## config.mk

```make
export PLATFORM = sky130hd
export DESIGN_NAME = dnn_merge
export DESIGN_NICKNAME = d
export VERILOG_FILES = /design/src/hdl/dnn_pkg.sv /design/src/hdl/dnn_merge.sv
export SDC_FILE = /design/constraint.sdc
export NUM_CORES = 2
export LEC_CHECK = 0
export BUFFER_PORTS_ARGS = -buffer_cell sky130_fd_sc_hd__buf_2
export CAP_MARGIN = 15
export CORE_AREA = 8 8 411 413
export DETAILED_ROUTE_END_ITERATION = 10
export DIE_AREA = 0 0 419 421
export HOLD_SLACK_MARGIN = 0.03
export SYNTH_ARGS = -nofsm -noshare
export SYNTH_HDL_FRONTEND = slang
export SYNTH_SLANG_ARGS = --single-unit
export TNS_END_PERCENT = 20
```

## constraint.sdc

```tcl
create_clock -name clk -period 4.85 [get_ports clk]
set_input_delay 0 -clock clk [delete_from_list [all_inputs] [get_ports clk]]
set_output_delay 0 -clock clk [all_outputs]
set_load 0.005 [all_outputs]
```

## src/hdl/dnn_pkg.sv

```systemverilog
// Shared types and constants of the descriptor nearest-neighbor search.
`default_nettype none
package dnn_pkg;

  localparam int MAX_REFS    = 1024;
  localparam int DESC_LEN    = 64;
  localparam int BYTE_W      = 8;
  localparam int DESC_W      = DESC_LEN * BYTE_W;
  localparam int IDX_W       = $clog2(MAX_REFS);
  localparam int CNT_W       = 11;
  localparam int SQ_W        = 2 * BYTE_W;
  localparam int GROUP_LEN   = 8;
  localparam int NGROUPS     = DESC_LEN / GROUP_LEN;
  localparam int GSUM_W      = SQ_W + $clog2(GROUP_LEN);
  localparam int DIST_W      = 22;
  localparam int IN_TDATA_W  = ((IDX_W + DESC_W + 7) / 8) * 8;
  localparam int OUT_TDATA_W = ((IDX_W + DIST_W + 7) / 8) * 8;

  localparam logic REQ_LOAD  = 1'b0;
  localparam logic REQ_QUERY = 1'b1;

  typedef enum logic [1:0] {
    ST_IDLE,
    ST_SCAN,
    ST_WAIT,
    ST_OUT
  } dnn_state_t;

  // Tag that travels with one reference through the compare pipeline
  typedef struct packed {
    logic             valid;
    logic             first;
    logic             last;
    logic [IDX_W-1:0] index;
  } dnn_tag_t;

  // Running minimum seen by the control
  typedef struct packed {
    logic              done;
    logic [IDX_W-1:0]  index;
    logic [DIST_W-1:0] distance;
  } dnn_result_t;

endpackage
`default_nettype wire

```

## src/hdl/dnn_merge.sv

```systemverilog
// Merge stage: registered adder tree over the lanes, then running minimum.
`default_nettype none
module dnn_merge (
  input  wire logic                     clk,
  input  wire logic                     rst,
  input  wire dnn_pkg::dnn_tag_t        tag_in,
  input  wire logic [dnn_pkg::SQ_W-1:0] sq [dnn_pkg::DESC_LEN],
  output dnn_pkg::dnn_result_t          res
);
  import dnn_pkg::*;

  logic [GSUM_W-1:0] gsum_next [NGROUPS];
  logic [GSUM_W-1:0] gsum      [NGROUPS];
  logic [DIST_W-1:0] total_next;
  logic [DIST_W-1:0] total;
  dnn_tag_t          tag_s1;
  dnn_tag_t          tag_s2;
  logic [IDX_W-1:0]  best_index;
  logic [DIST_W-1:0] best_dist;
  logic              done;

  always_comb begin
    for (int g = 0; g < NGROUPS; g++) begin
      gsum_next[g] = '0;
      for (int k = 0; k < GROUP_LEN; k++) begin
        gsum_next[g] = gsum_next[g] + GSUM_W'(sq[g * GROUP_LEN + k]);
      end
    end
  end

  always_comb begin
    total_next = '0;
    for (int g = 0; g < NGROUPS; g++) begin
      total_next = total_next + DIST_W'(gsum[g]);
    end
  end

  always_ff @(posedge clk) begin
    gsum  <= gsum_next;
    total <= total_next;
  end

  always_ff @(posedge clk) begin
    if (rst) begin
      tag_s1 <= '0;
      tag_s2 <= '0;
      done   <= 1'b0;
    end else begin
      tag_s1 <= tag_in;
      tag_s2 <= tag_s1;
      done   <= tag_s2.valid & tag_s2.last;
    end
  end

  // strict less-than keeps the lowest index on ties
  always_ff @(posedge clk) begin
    if (tag_s2.valid && (tag_s2.first || total < best_dist)) begin
      best_dist  <= total;
      best_index <= tag_s2.index;
    end
  end

  assign res.done     = done;
  assign res.index    = best_index;
  assign res.distance = best_dist;

endmodule
`default_nettype wire

```

==> results_dict.tcl <==
set metrics [dict create \
    yosysSeqAreaShare_pct 14.18 \
    min_period_ns 4.647 \
    clk_pin_slew_ns 0.06 \
    slowest_stage "fa_1" \
    endpoint_kind "flip-flop" \
    fin_cells 6905 \
    synth_area_um2 35160 \
    ys.flop_type "dfxtp_1" \
    tightest_slew_ns 1.097 \
    finalCritPeriodShare_pct 95.81 \
    core_um2 162000 \
    hold_viol_final 0 \
    htree_levels 1 \
    maxCapViolations 0 \
    wl_um 156600 \
    dp_hpwl_um 149600 \
    yosysMostFrequentCell "inv_1" \
    die_w_um 419 \
    final_nets 6779 \
    fmax_ghz 0.2152 \
    vias 26810 \
    synth_area_leaders "fa_1 50%, inv_1 16%, dfxtp_1 11%, ha_1 6.9%, edfxtp_1 2.7%" \
    slew_headroom_pct 26.69 \
    grt_usage_pct 17.54 \
    cts_tree "done" \
    cp_cell_sequence "inv_1 > fa_1 > inv_1 > fa_1 > fa_1 > inv_1 > fa_1 > inv_1 > ha_2 > inv_1 > fa_1 > nor2b_4 > o2111a_1 > a211oi_2 > a21oi_2 > a41o_4 > nand2_1 > a311o_1" \
    synth_top_area_share_pct 49.70 \
    num_rows 148 \
    synth_commonest_cells "1461 x inv_1, 873 x fa_1, 201 x dfxtp_1" \
    use_met3_pct 2.699 \
    cts_made_buffers 30 \
    syn_nets 5628 \
    clockBufferDepth 3 \
    cp_top_family "adder cells" \
    area_growth_pct 27.72 \
    port_buffers 1071 \
    wl_per_cell_um 22.68 \
    via_per_inst 3.883 \
    drv_slew 0 \
    synth-async-reset-ratio_pct 0 \
    rrSetupSlack_ns 0.20 \
    cp-start-kind "flip-flop" \
    fin_util_pct 27.72 \
    drt-pass1-iter-count 8 \
    synth.distinct_cells 71 \
    grt_pass1_wl_um 220100 \
    die_y_um 421 \
    finalSetupViolCount 0 \
    cts_root_buf "clkbuf_16" \
    start_util_pct 21.70 \
    yosysTopAreaCell "fa_1" \
    max_stage_delay_ns 0.53 \
    grt_util_met1_pct 22.40 \
    drt_iter0_markers 1308 \
    dp_cells 6762 \
    status "finished, final reports clean" \
    top_usage_layer "met2" \
    overflow 0 \
    cp_data_arrival_time_ns 5.12 \
    ant_nets 0 \
    drc 0 \
    critPathRequiredTime_ns 5.32 \
    yosysWarnings 0 \
    avgSynthCellArea_um2 9.986 \
    hold_path.class "primary input to flip-flop" \
    worst-path-buf-inv 5 \
    synth_edf_count 32 \
    clock-sinks 233 \
    die-area_um2 176400 \
    ys_ff_latch 233 \
    clock_latency_ns 0.59 \
    io_pins 1072 \
    fin_skew_ns 0.01835 \
    critPathKind "flip-flop to flip-flop" \
    grt_pass1_vias 30670 \
    grt_max_degree 33 \
    drive_gt1_share_pct 24.49 \
    critPathMaxFanout 4 \
    use_met2_pct 31.36 \
    syn_inst 3521 \
    gp_congestion 1.020 \
    antenna_found_initial 84 \
]
==> path summary, 6_finish.rpt <==
check	startpoint	cells after the start	to
worst max-delay path	gsum[59]	18	total[18]
worst min-delay path	sq[736]	3	gsum[96]
worst max register to register	gsum[59]	18	total[18]
worst min register to register	tag_s2[5]	0	best_index[5]
==> routing by layer <==
metal	vias to the layer above	part of all wire, %
li1	12330	-
met1	13500	41
met2	805	51
met3	156	5.8
met4	24	2.1
met5	-	0.10
==> state kept, by name, summed over array words and instances, names as in the netlist <==
signal      cells
best_dist      22
gsum          152
total          22
tag_s2         13
tag_s1         13
done            1
best_index     10
==> placed cells by master, fill, tap and decap left out, types with 31 or more instances in the layout <==
cell type / Yosys / final
clkbuf_16: 0 / 31
dfxtp_1: 201 / 201
o21ai_0: 51 / 51
dlygate4sd3_1: 0 / 52
inv_1: 1461 / 1461
diode_2: 0 / 34
nor2_1: 101 / 101
a21oi_1: 93 / 92
nand2_1: 44 / 44
fa_1: 873 / 873
nor2b_1: 51 / 51
a21o_1: 43 / 43
buf_2: 0 / 1071
edfxtp_1: 32 / 32
ha_1: 195 / 194
xnor2_1: 82 / 82
==> kinds of logic after synthesis <==
kind of cell,after synthesis,share of synthesized area [%]
compound gates,347,6.630
xor+xnor,105,2.615
fa+ha+maj,1068,56.64
buf+inv,1473,15.74
flops,233,14.18
mux,2,0.05694
simple gates,293,4.142
==> stage by stage <==
step | TNS (ns) | hold WS [ns] | cell area, µm² | worst slack, ns
floorplan | 0 | 0.07161 | 35160 | 0.4133
global placement | 0 | 0.2118 | 43260 | 0.1474
detailed placement | 0 | 0.2135 | 43260 | 0.1406
CTS | 0 | 0.03006 | 44800 | 0.1227
global route | -0.01446 | 0.06994 | 44860 | -0.01446
finish | 0 | 0.03525 | 44910 | 0.2031
==> worst register-to-register path, delay by kind of cell (launching register included) <==
kind	cells	cell delay [ns]
buffers and inverters	5	0.30
adder cells (fa/ha/maj)	6	2.64
AO/OA/AOI/OAI	5	1.08
AND/OR/NAND/NOR	2	0.20
flip-flops	1	0.32
==> area by class of cell <==
class	count	area, µm²
Fill cell	17450	117100
Clock inverter	17	186.4
Antenna cell	34	85.08
Timing Repair Buffer	1131	5941
Tap cell	2175	2721
Sequential cell	233	4985
Inverter	1461	5484
Clock buffer	39	835.8
Multi-Input combinational cell	1815	24670
==> repair_timing <==
item                                   4_1_cts  5_1_grt
buffers inserted                             0        1
resized for setup                            0        3
endpoints found under the hold margin       43        0
hold buffers                                52        0
setup endpoints to repair                    0        2
Power is not shown: default switching activity piles up to over one toggle a cycle in this logic, so the estimate is an artifact.
