### src/hdl/dnn_pkg.sv
// Shared types and constants of the descriptor nearest-neighbor search.
`default_nettype none
package dnn_pkg;

  localparam int MAX_REFS    = 1024;
  localparam int DESC_LEN    = 64;
  localparam int BYTE_W      = 8;
  localparam int DESC_W      = DESC_LEN * BYTE_W;
  localparam int IDX_W       = $clog2(MAX_REFS);
  localparam int CNT_W       = 11;
  localparam int SQ_W        = 2 * BYTE_W;
  localparam int GROUP_LEN   = 8;
  localparam int NGROUPS     = DESC_LEN / GROUP_LEN;
  localparam int GSUM_W      = SQ_W + $clog2(GROUP_LEN);
  localparam int DIST_W      = 22;
  localparam int IN_TDATA_W  = ((IDX_W + DESC_W + 7) / 8) * 8;
  localparam int OUT_TDATA_W = ((IDX_W + DIST_W + 7) / 8) * 8;

  localparam logic REQ_LOAD  = 1'b0;
  localparam logic REQ_QUERY = 1'b1;

  typedef enum logic [1:0] {
    ST_IDLE,
    ST_SCAN,
    ST_WAIT,
    ST_OUT
  } dnn_state_t;

  // Tag that travels with one reference through the compare pipeline
  typedef struct packed {
    logic             valid;
    logic             first;
    logic             last;
    logic [IDX_W-1:0] index;
  } dnn_tag_t;

  // Running minimum seen by the control
  typedef struct packed {
    logic              done;
    logic [IDX_W-1:0]  index;
    logic [DIST_W-1:0] distance;
  } dnn_result_t;

endpackage
`default_nettype wire

### src/hdl/dnn_lane.sv
// One byte lane: squared absolute difference, registered.
`default_nettype none
module dnn_lane (
  input  wire logic                       clk,
  input  wire logic [dnn_pkg::BYTE_W-1:0] a,
  input  wire logic [dnn_pkg::BYTE_W-1:0] b,
  output logic      [dnn_pkg::SQ_W-1:0]   sq
);
  import dnn_pkg::*;

  logic [BYTE_W-1:0] diff;

  always_comb begin
    diff = (a >= b) ? (a - b) : (b - a);
  end

  always_ff @(posedge clk) begin
    sq <= SQ_W'(diff) * SQ_W'(diff);
  end

endmodule
`default_nettype wire

### config.mk
export PLATFORM = sky130hd
export DESIGN_NAME = dnn_lane
export DESIGN_NICKNAME = d
export VERILOG_FILES = /design/src/hdl/dnn_pkg.sv /design/src/hdl/dnn_lane.sv
export SDC_FILE = /design/constraint.sdc
export NUM_CORES = 1
export LEC_CHECK = 0
export BUFFER_PORTS_ARGS = -buffer_cell sky130_fd_sc_hd__buf_2
export CAP_MARGIN = 20
export CORE_AREA = 2 2 75 77
export CTS_CLUSTER_DIAMETER = 30
export DETAILED_ROUTE_END_ITERATION = 10
export DIE_AREA = 0 0 77 79
export PLACE_DENSITY = 0.72
export SLEW_MARGIN = 25
export SYNTH_ARGS = -nofsm -noshare
export SYNTH_HDL_FRONTEND = slang
export SYNTH_SLANG_ARGS = --single-unit
### constraint.sdc
create_clock -name clk -period 8.91 [get_ports clk]
set_clock_uncertainty 0.2 [all_clocks]
set_input_delay 1.782 -clock clk [delete_from_list [all_inputs] [get_ports clk]]
set_output_delay 1.782 -clock clk [all_outputs]
set_load 0.01 [all_outputs]
==> results of run 1 <==
## routing by layer
metal,wire length (um),up-vias,track usage
li1,-,1044,-
met1,2211,929,0.2183
met2,2444,36,0.3272
met3,94,5,0.01250
met4,51,0,0.05179
met5,0,-,0
## cell families after synthesis
logic type	after synthesis	synth area share
buffers and inverters	64	0.09841
xor gates and xnor gates	27	0.1012
and+or+nand+nor	75	0.1284
adders and majority gates	71	0.4030
other	1	0.001404
muxes	7	0.02952
DFF	15	0.1125
AOI/OAI and AO/OA	48	0.1256
## final cells by class
cell class | count | area [um2]
fillers | 519 | 2414
inverters | 56 | 210.2
clock inverters | 1 | 5.005
well taps | 72 | 90.09
flip-flops and latches | 15 | 300.3
multi-input cells | 229 | 2107
repair buffers | 33 | 170.2
clock buffers | 3 | 41.29
## synth_stat cells (all sizes together)
library cell / n
nor2b: 6
o211ai: 1
or4: 1
a211oi: 1
buf: 6
o21a: 3
or2: 2
o21bai: 4
mux2: 1
nand2b: 1
nand3: 2
nor2: 35
or3: 1
and2: 2
clkbuf: 2
ha: 46
nor4: 1
dfxtp: 15
o21ai: 6
xor2: 8
inv: 56
a21o: 7
a21oi: 20
nand3b: 2
xnor2: 19
a22oi: 1
nand2: 17
mux2i: 6
a311oi: 2
a31oi: 1
a31o: 1
conb: 1
nand4: 3
fa: 25
nor3: 2
a2111o: 1
## placed cells by master (no fill, tap or decap), drive strengths merged, types with 2 or more instances in the layout
cell type,netlist,final
a21o,7,7
a21oi,20,20
a311oi,2,2
and2,2,2
buf,6,33
clkbuf,2,3
dfxtp,15,15
fa,25,25
ha,46,46
inv,56,56
mux2i,6,6
nand2,17,17
nand3,2,2
nand3b,2,2
nand4,3,3
nor2,35,35
nor2b,6,6
nor3,2,2
o21a,3,3
o21ai,6,6
o21bai,4,4
or2,2,2
xnor2,19,19
xor2,8,8
## worst max-delay path by stage
stage                         to  slack (ps)  depth (start not counted)
after global routing      sq[15]         570                         23
after floorplan           sq[15]        1120                         22
after global placement    sq[15]         870                         23
after CTS                 sq[15]         910                         23
final                     sq[15]         920                         23
after detailed placement  sq[15]         670                         23
## stage by stage
step / worst slack, ps / instances / cell area [um2]
after CTS: 912.6 / 409 / 2924
after global routing: 574.5 / 409 / 2924
final: 917.9 / 409 / 2924
after floorplan: 1125 / 308 / 2670
after global placement: 872.0 / 405 / 2878
after detailed placement: 665.1 / 405 / 2878
==> results by stage, run 1 <==
Run status:
- The flow ran to the end, and the final reports show no timing, DRC or antenna violations.

Timing:
- The achievable clock frequency is 125.1 MHz.
- The final count of pins violating max slew is 0.
- The count of endpoints failing hold in the final timing report is 0.
- The share of the cycle needed by the critical path after routing is 0.8970.
- For the finished layout, the period the worst path requires is about 8000 ps.
- The worst pin sits at a relative slew slack of 0.6259.
- Setup violations remaining at the end of the flow were counted as 0.
- The slew of the pin with the lowest slew margin is 559.3 ps.
- Setup repair after global routing left no endpoint under its margin.
- In the final timing run, aggregate negative setup slack is 0 ps.
- Hold is met by around 1900 ps.

Drt:
- The first detailed-routing pass ran for 4 iterations.
- The average via count per standard cell is approximately 4.9.
- The count of nets left with antenna violations after detail routing is 0.
- The routed layout has between 2000 and 2500 vias.
- After detailed routing, the number of remaining DRC violations is 0.
- The detailed router finished its first iteration with between 60 and 70 violations.
- In the final routed layout, each cell accounts on average for approximately 12 um.
- The total routed wirelength is ~4800 um.

Setup path:
- STA classifies the critical path startpoint as a primary input.
- The largest single stage delay on the critical path is around 540 ps.
- The critical path starts at a[0].
- The critical path goes through buf_2 -> inv_1 -> ha_1 -> inv_1 -> fa_1 -> nand3_1 -> a311oi_2 -> a211oi_4 -> mux2_4 -> xnor2_2 -> nor2_1 -> fa_1 -> inv_1 -> fa_1 -> fa_1 -> fa_1 -> inv_1 -> ha_1 -> or4_1 -> o211ai_1 -> nor2_1 -> a311oi_1 -> xnor2_1.
- At the worst endpoint, the required time is 8890 ps.
- Data on the critical path arrives at its endpoint at between 7000 and 8000 ps.
- The family with the most delay on the worst path is adder cells.
- The number of buffers and inverters on the critical path is 5.
- The critical path endpoint category is a flop.
- The type of the worst setup path is in2reg.
- The cell occurring most often along the worst timing path is sky130_fd_sc_hd__fa_1.
- Among all stages on the critical path, the largest delay is contributed by sky130_fd_sc_hd__fa_1.
- The maximum fanout count along the critical path is 10.

Placement:
- The detailed placement HPWL is approximately 4100 um.
- In this run the tool buffered the top-level ports with 31 buffer cells.
- Routability-driven placement finished with a final weighted congestion of around 0.9.

Job:
- The max-cap violation count is 0.

Global routing:
- Entering global routing, the biggest net connects 11 pins.
- The initial antenna violation count is 0.
- The via count of the first global-routing pass is roughly 2100.
- The first global-routing pass estimated approximately 8900 um of wire.
- For this run, the total global-route usage over all layers was measured as 0.1757.
- Global routing finished with a remaining overflow of 0.

Floorplanning:
- The overall die height is between 70 and 80 um.
- The floorplan step defined a die boundary enclosing 0.006083 mm2.
- The width of the chip is slightly below 80 um.
- The site row count is 27.
- Pin placement for this block handled 33 I/O pins.
- The initial utilization of the core area, before any placement, comes to 0.5002.
- The region available for standard cell placement spans between 0.005 and 0.006 mm2.

Yosys:
- Dividing the synthesized area by the synthesized cell count gives 8.669 um2.
- The mapped cell area is between 0.002 and 0.003 mm2.
- The count of cell types in the netlist is 45.
- The net count of the mapped netlist is a little under 400.
- The fraction of the yosys area taken by sequential cells is 0.1125.
- After synthesis the netlist holds a flip-flop and latch count of 15.
- The top cell type's share of synthesized area is 0.2156.
- The synthesized instance count is around 300.
- The count of synthesis-stage warnings from yosys is 0.
- The largest area contributor in the netlist is sky130_fd_sc_hd__ha_1.
- By area the synthesized netlist is led by sky130_fd_sc_hd__ha_1, sky130_fd_sc_hd__fa_1, sky130_fd_sc_hd__dfxtp_1.

Cells and area:
- The layout overhead on the synthesized area is 9.512%.
- In the final layout, the share of cells above drive strength 1 is 0.1513.
- The largest registers in the layout are sq: 15 flops.
- Measured on the finished design, the core utilization comes to 0.5478.
- The register with the most flip-flops in the layout has 15 of them.
- Ranked by flip-flop count, first place goes to sq.
- The net total in the final layout is 426.
- The final antenna diode count is 0.

Clock network:
- The maximum number of buffers from clock root to sink is 2.
- The number of clock buffers added by TritonCTS is 3.
- The clock slew at the register clock pins of the worst setup and hold paths is ~60 ps.
- Post-CTS timing repair inserted 0 buffers for setup.
- TritonCTS built the clock tree.
- The clock sink count is 15.
- The number of H-tree branching levels is 1.
- Hold repair after CTS inserted 0 buffers.
- The buffer cell driving the clock tree root is sky130_fd_sc_hd__clkbuf_8.
- The number of gates resized after CTS was 0.

Hold path:
- The worst hold path begins at b[0].
- The worst hold-check path type is in2reg.
- The end point of the most critical hold path is sq[0].
- The cell depth of the worst hold path is 3.
Power of run 1 is left out: the tool's default activity adds up to more than one toggle a clock period on the data nets, which glitch-free logic cannot reach.
==> run 2, diff against run 1 <==
Settings changed: CORE_AREA 2 2 75 77 to 2 2 77 79, DIE_AREA 0 0 77 79 to 0 0 79 81, PLACE_DENSITY 0.72 to 0.69.
==> run 2 against run 1 <==
Compared with the run above:
- first-iteration DRC count is 33% higher
- hold slack worse by 10 ps
- global-route usage fell by 0.89 points
- utilization fell by 3.3 points
- critical path type unchanged
- non-clock buffer count shrank 1
- die area rose by 5.2%
- sequential cell count is the same
- cell count increased by 0.49%
- sequential share of layout area hardly changed
- critical path depth did not move
- maximum frequency up 1.3%
- clock-buffer cell count unchanged
==> results by stage, run 2 (same netlist as run 1, synthesis figures left out) <==
Cells and area:
- Biggest regs: sq: 15 flops (unchanged).
- The layout filler cell count is 551 (was 519).
- The most common cell after layout, fill and taps aside was sky130_fd_sc_hd__inv_1 (unchanged).
- The layout overhead on the synthesized area is 9.372% (was 9.512%).
- Commonest cells after routing, fill and taps aside: sky130_fd_sc_hd__inv_1, sky130_fd_sc_hd__ha_1, sky130_fd_sc_hd__nor2_1 (unchanged).
- The largest register by flop count is sq (unchanged).
- The net total in the final layout is 425 (was 426).
- The number of flip-flops in the largest register came to 15 (unchanged).
- The share of layout cells above drive strength 1 is 0.1488 (was 0.1513).
- The post-layout utilization of the core is 0.5146 (was 0.5478).
- The final antenna diode count is 0 (unchanged).

Setup path:
- The worst setup path endpoint is sq[15] (unchanged).
- The critical path endpoint category is a flop (unchanged).
- The slowest cell on the critical path was sky130_fd_sc_hd__a211oi_4 (was sky130_fd_sc_hd__fa_1).
- Crit-path cells: buf_2 -> inv_1 -> ha_1 -> inv_1 -> fa_1 -> nand3_1 -> a311oi_2 -> a211oi_4 -> mux2i_1 -> xor2_1 -> nor2_1 -> fa_1 -> inv_1 -> fa_1 -> fa_1 -> fa_1 -> inv_1 -> ha_1 -> or4_1 -> o211ai_1 -> nor2_1 -> a311oi_1 -> xnor2_1 (was buf_2 -> inv_1 -> ha_1 -> inv_1 -> fa_1 -> nand3_1 -> a311oi_2 -> a211oi_4 -> mux2_4 -> xnor2_2 -> nor2_1 -> fa_1 -> inv_1 -> fa_1 -> fa_1 -> fa_1 -> inv_1 -> ha_1 -> or4_1 -> o211ai_1 -> nor2_1 -> a311oi_1 -> xnor2_1).
- The type of element launching the critical path is a primary input (unchanged).
- The type of the worst setup path is in2reg (unchanged).
- The peak per-stage delay on the critical path is 540 ps (about the same).
- The data arrival time of the critical path is 7880 ps (was 7980 ps).
- The origin of the worst setup path is a[0] (unchanged).
- The family with the most delay on the worst path is adder cells (unchanged).
- The number of gates on the worst path with buffers counted is 23 (unchanged).
- The maximum fanout count along the critical path came to 10 (unchanged).
- The required time of the critical path is 8900 ps (was 8890 ps).
- The cell occurring most often along the worst timing path is sky130_fd_sc_hd__fa_1 (unchanged).
- The buffers plus inverters on the worst setup path is 5 (unchanged).

Timing:
- The share of the cycle needed by the critical path after routing is 0.8857 (was 0.8970).
- The final sum of negative setup slack was 0 ps (unchanged).
- The achievable clock frequency is 126.7 MHz (was 125.1 MHz).
- The post-layout worst setup margin is 1019 ps (was 917.9 ps).
- The shortest period the worst path allows is 7891 ps (was 7992 ps).
- The worst slew slack as a fraction of its limit came to 0.6218 (was 0.6259).
- The final count of pins violating max slew was 0 (unchanged).
- Setup repair after global routing missed its margin: no (unchanged).
- The count of endpoints failing hold in the final timing report is 0 (unchanged).
- The number of failing setup endpoints in the final timing report is 0 (unchanged).
- The final-layout worst hold slack was 1934 ps (was 1944 ps).
- The slew of the pin with the lowest slew margin came to 565.5 ps (was 559.3 ps).

Clock network:
- The post-CTS resize count is 0 (unchanged).
- The clock slew at the register clock pins of the worst setup and hold paths is 60 ps (about the same).
- The number of CTS-inserted buffers is 3 (unchanged).
- The buffer cell driving the clock tree root is sky130_fd_sc_hd__clkbuf_8 (unchanged).
- The maximum number of buffers from clock root to sink came to 2 (unchanged).
- The number of H-tree branching levels was 1 (unchanged).
- The number of buffers added to fix hold violations after cts is 0 (unchanged).
- The post-CTS setup buffer count is 0 (unchanged).
- The clock sink count was 15 (unchanged).
- The clock tree from TritonCTS is built (unchanged).

Drt:
- The total DRC errors in the routed layout came to 0 (unchanged).
- The wire length per cell is 11.39 um (was 11.74 um).
- The average via count per standard cell is 4.983 (was 4.924).
- The total routed wirelength is 4680 um (was 4802 um).
- The number of vias in the routed layout came to 2048 (was 2014).
- The starting DRC count in detailed routing was 81 (was 61).
- The iteration count of the initial detailed-routing pass is 4 (unchanged).
- The count of nets left with antenna violations after detail routing is 0 (unchanged).

Run status:
- Outcome: completed (unchanged).

Placement:
- The final weighted congestion in routability-driven placement was 0.8668 (was 0.9134).
- The detailed placement HPWL is 4113 um (was 4124 um).
- The worst slack at placement is 717.1 ps (was 665.1 ps).
- The count of buffers from port buffering is 31 (unchanged).

Floorplanning:
- The standard cell core area came to 0.005675 mm2 (was 0.005338 mm2).
- The site row count is 28 (was 27).
- The overall die height is 81 um (was 79 um).
- The area enclosed by the die boundary is 0.006399 mm2 (was 0.006083 mm2).
- The initial core utilization came to 0.4705 (was 0.5002).
- The width of the chip is 79 um (was 77 um).
- The count of boundary I/O pins came to 33 (unchanged).

Global routing:
- The combined global-route utilization of all metal layers is 0.1668 (was 0.1757).
- The via count of the first global-routing pass is 2083 (was 2128).
- The wire length of the first global-routing pass is 8583 um (was 8873 um).
- The initial antenna violation count is 0 (unchanged).
- The maximum number of pins on one net before global-route repair is 11 (unchanged).
- The global-route congestion overflow total is 0 (unchanged).

Job:
- The max-cap violation count was 0 (unchanged).

Hold path:
- The worst hold-check path type is in2reg (unchanged).
- The launch point of the worst hold path is b[0] (unchanged).
==> run 2: cell types whose count changed in the layout (fill, tap and decap cells not counted), sizes merged <==
cell  before  now
buf       33   32
==> run 2: tightest hold or removal path, stage by stage <==
cell and delay, ps:
sky130_fd_sc_hd__buf_2 90, sky130_fd_sc_hd__ha_1 310, sky130_fd_sc_hd__inv_1 130
==> run 2: worst min path at each step <==
| stage | endpoint | slack [ps] | depth (start not counted) |
|---|---|---|---|
| 4_1_cts | sq[0] | 1950 | 3 |
| 5_1_grt | sq[0] | 2000 | 3 |
| 2_1_floorplan | sq[0] | 1890 | 0 |
| 6_report | sq[0] | 1930 | 3 |
| 3_5_place_dp | sq[2] | 1970 | 1 |
| 3_3_place_gp | sq[11] | 1980 | 1 |
==> run 2: final cells by class <==
type / count / area (um2) / area share
multi-input cells: 229 / 2107 / 0.7215
flip-flops and latches: 15 / 300.3 / 0.1028
inverters: 56 / 210.2 / 0.07198
repair buffers: 32 / 162.7 / 0.05570
well taps: 75 / 93.84 / 0.03213
clock buffers: 3 / 41.29 / 0.01414
clock inverters: 1 / 5.005 / 0.001714
==> run 2: through the flow <==
step                      instances  instance area [um2]
final                           411                 2920
after CTS                       411                 2920
after global placement          407                 2874
after floorplan                 308                 2670
after detailed placement        407                 2874
after global routing            411                 2920
==> run 2: routing by layer <==
layer  wire length (um)  GRT usage  part of all wire
met2               2288     0.3127              0.49
met4                101    0.06724             0.022
met1               2167     0.1986              0.46
met3                123    0.01111             0.026
met5                  0          0                 0
Power of run 2 is left out for the same reason.
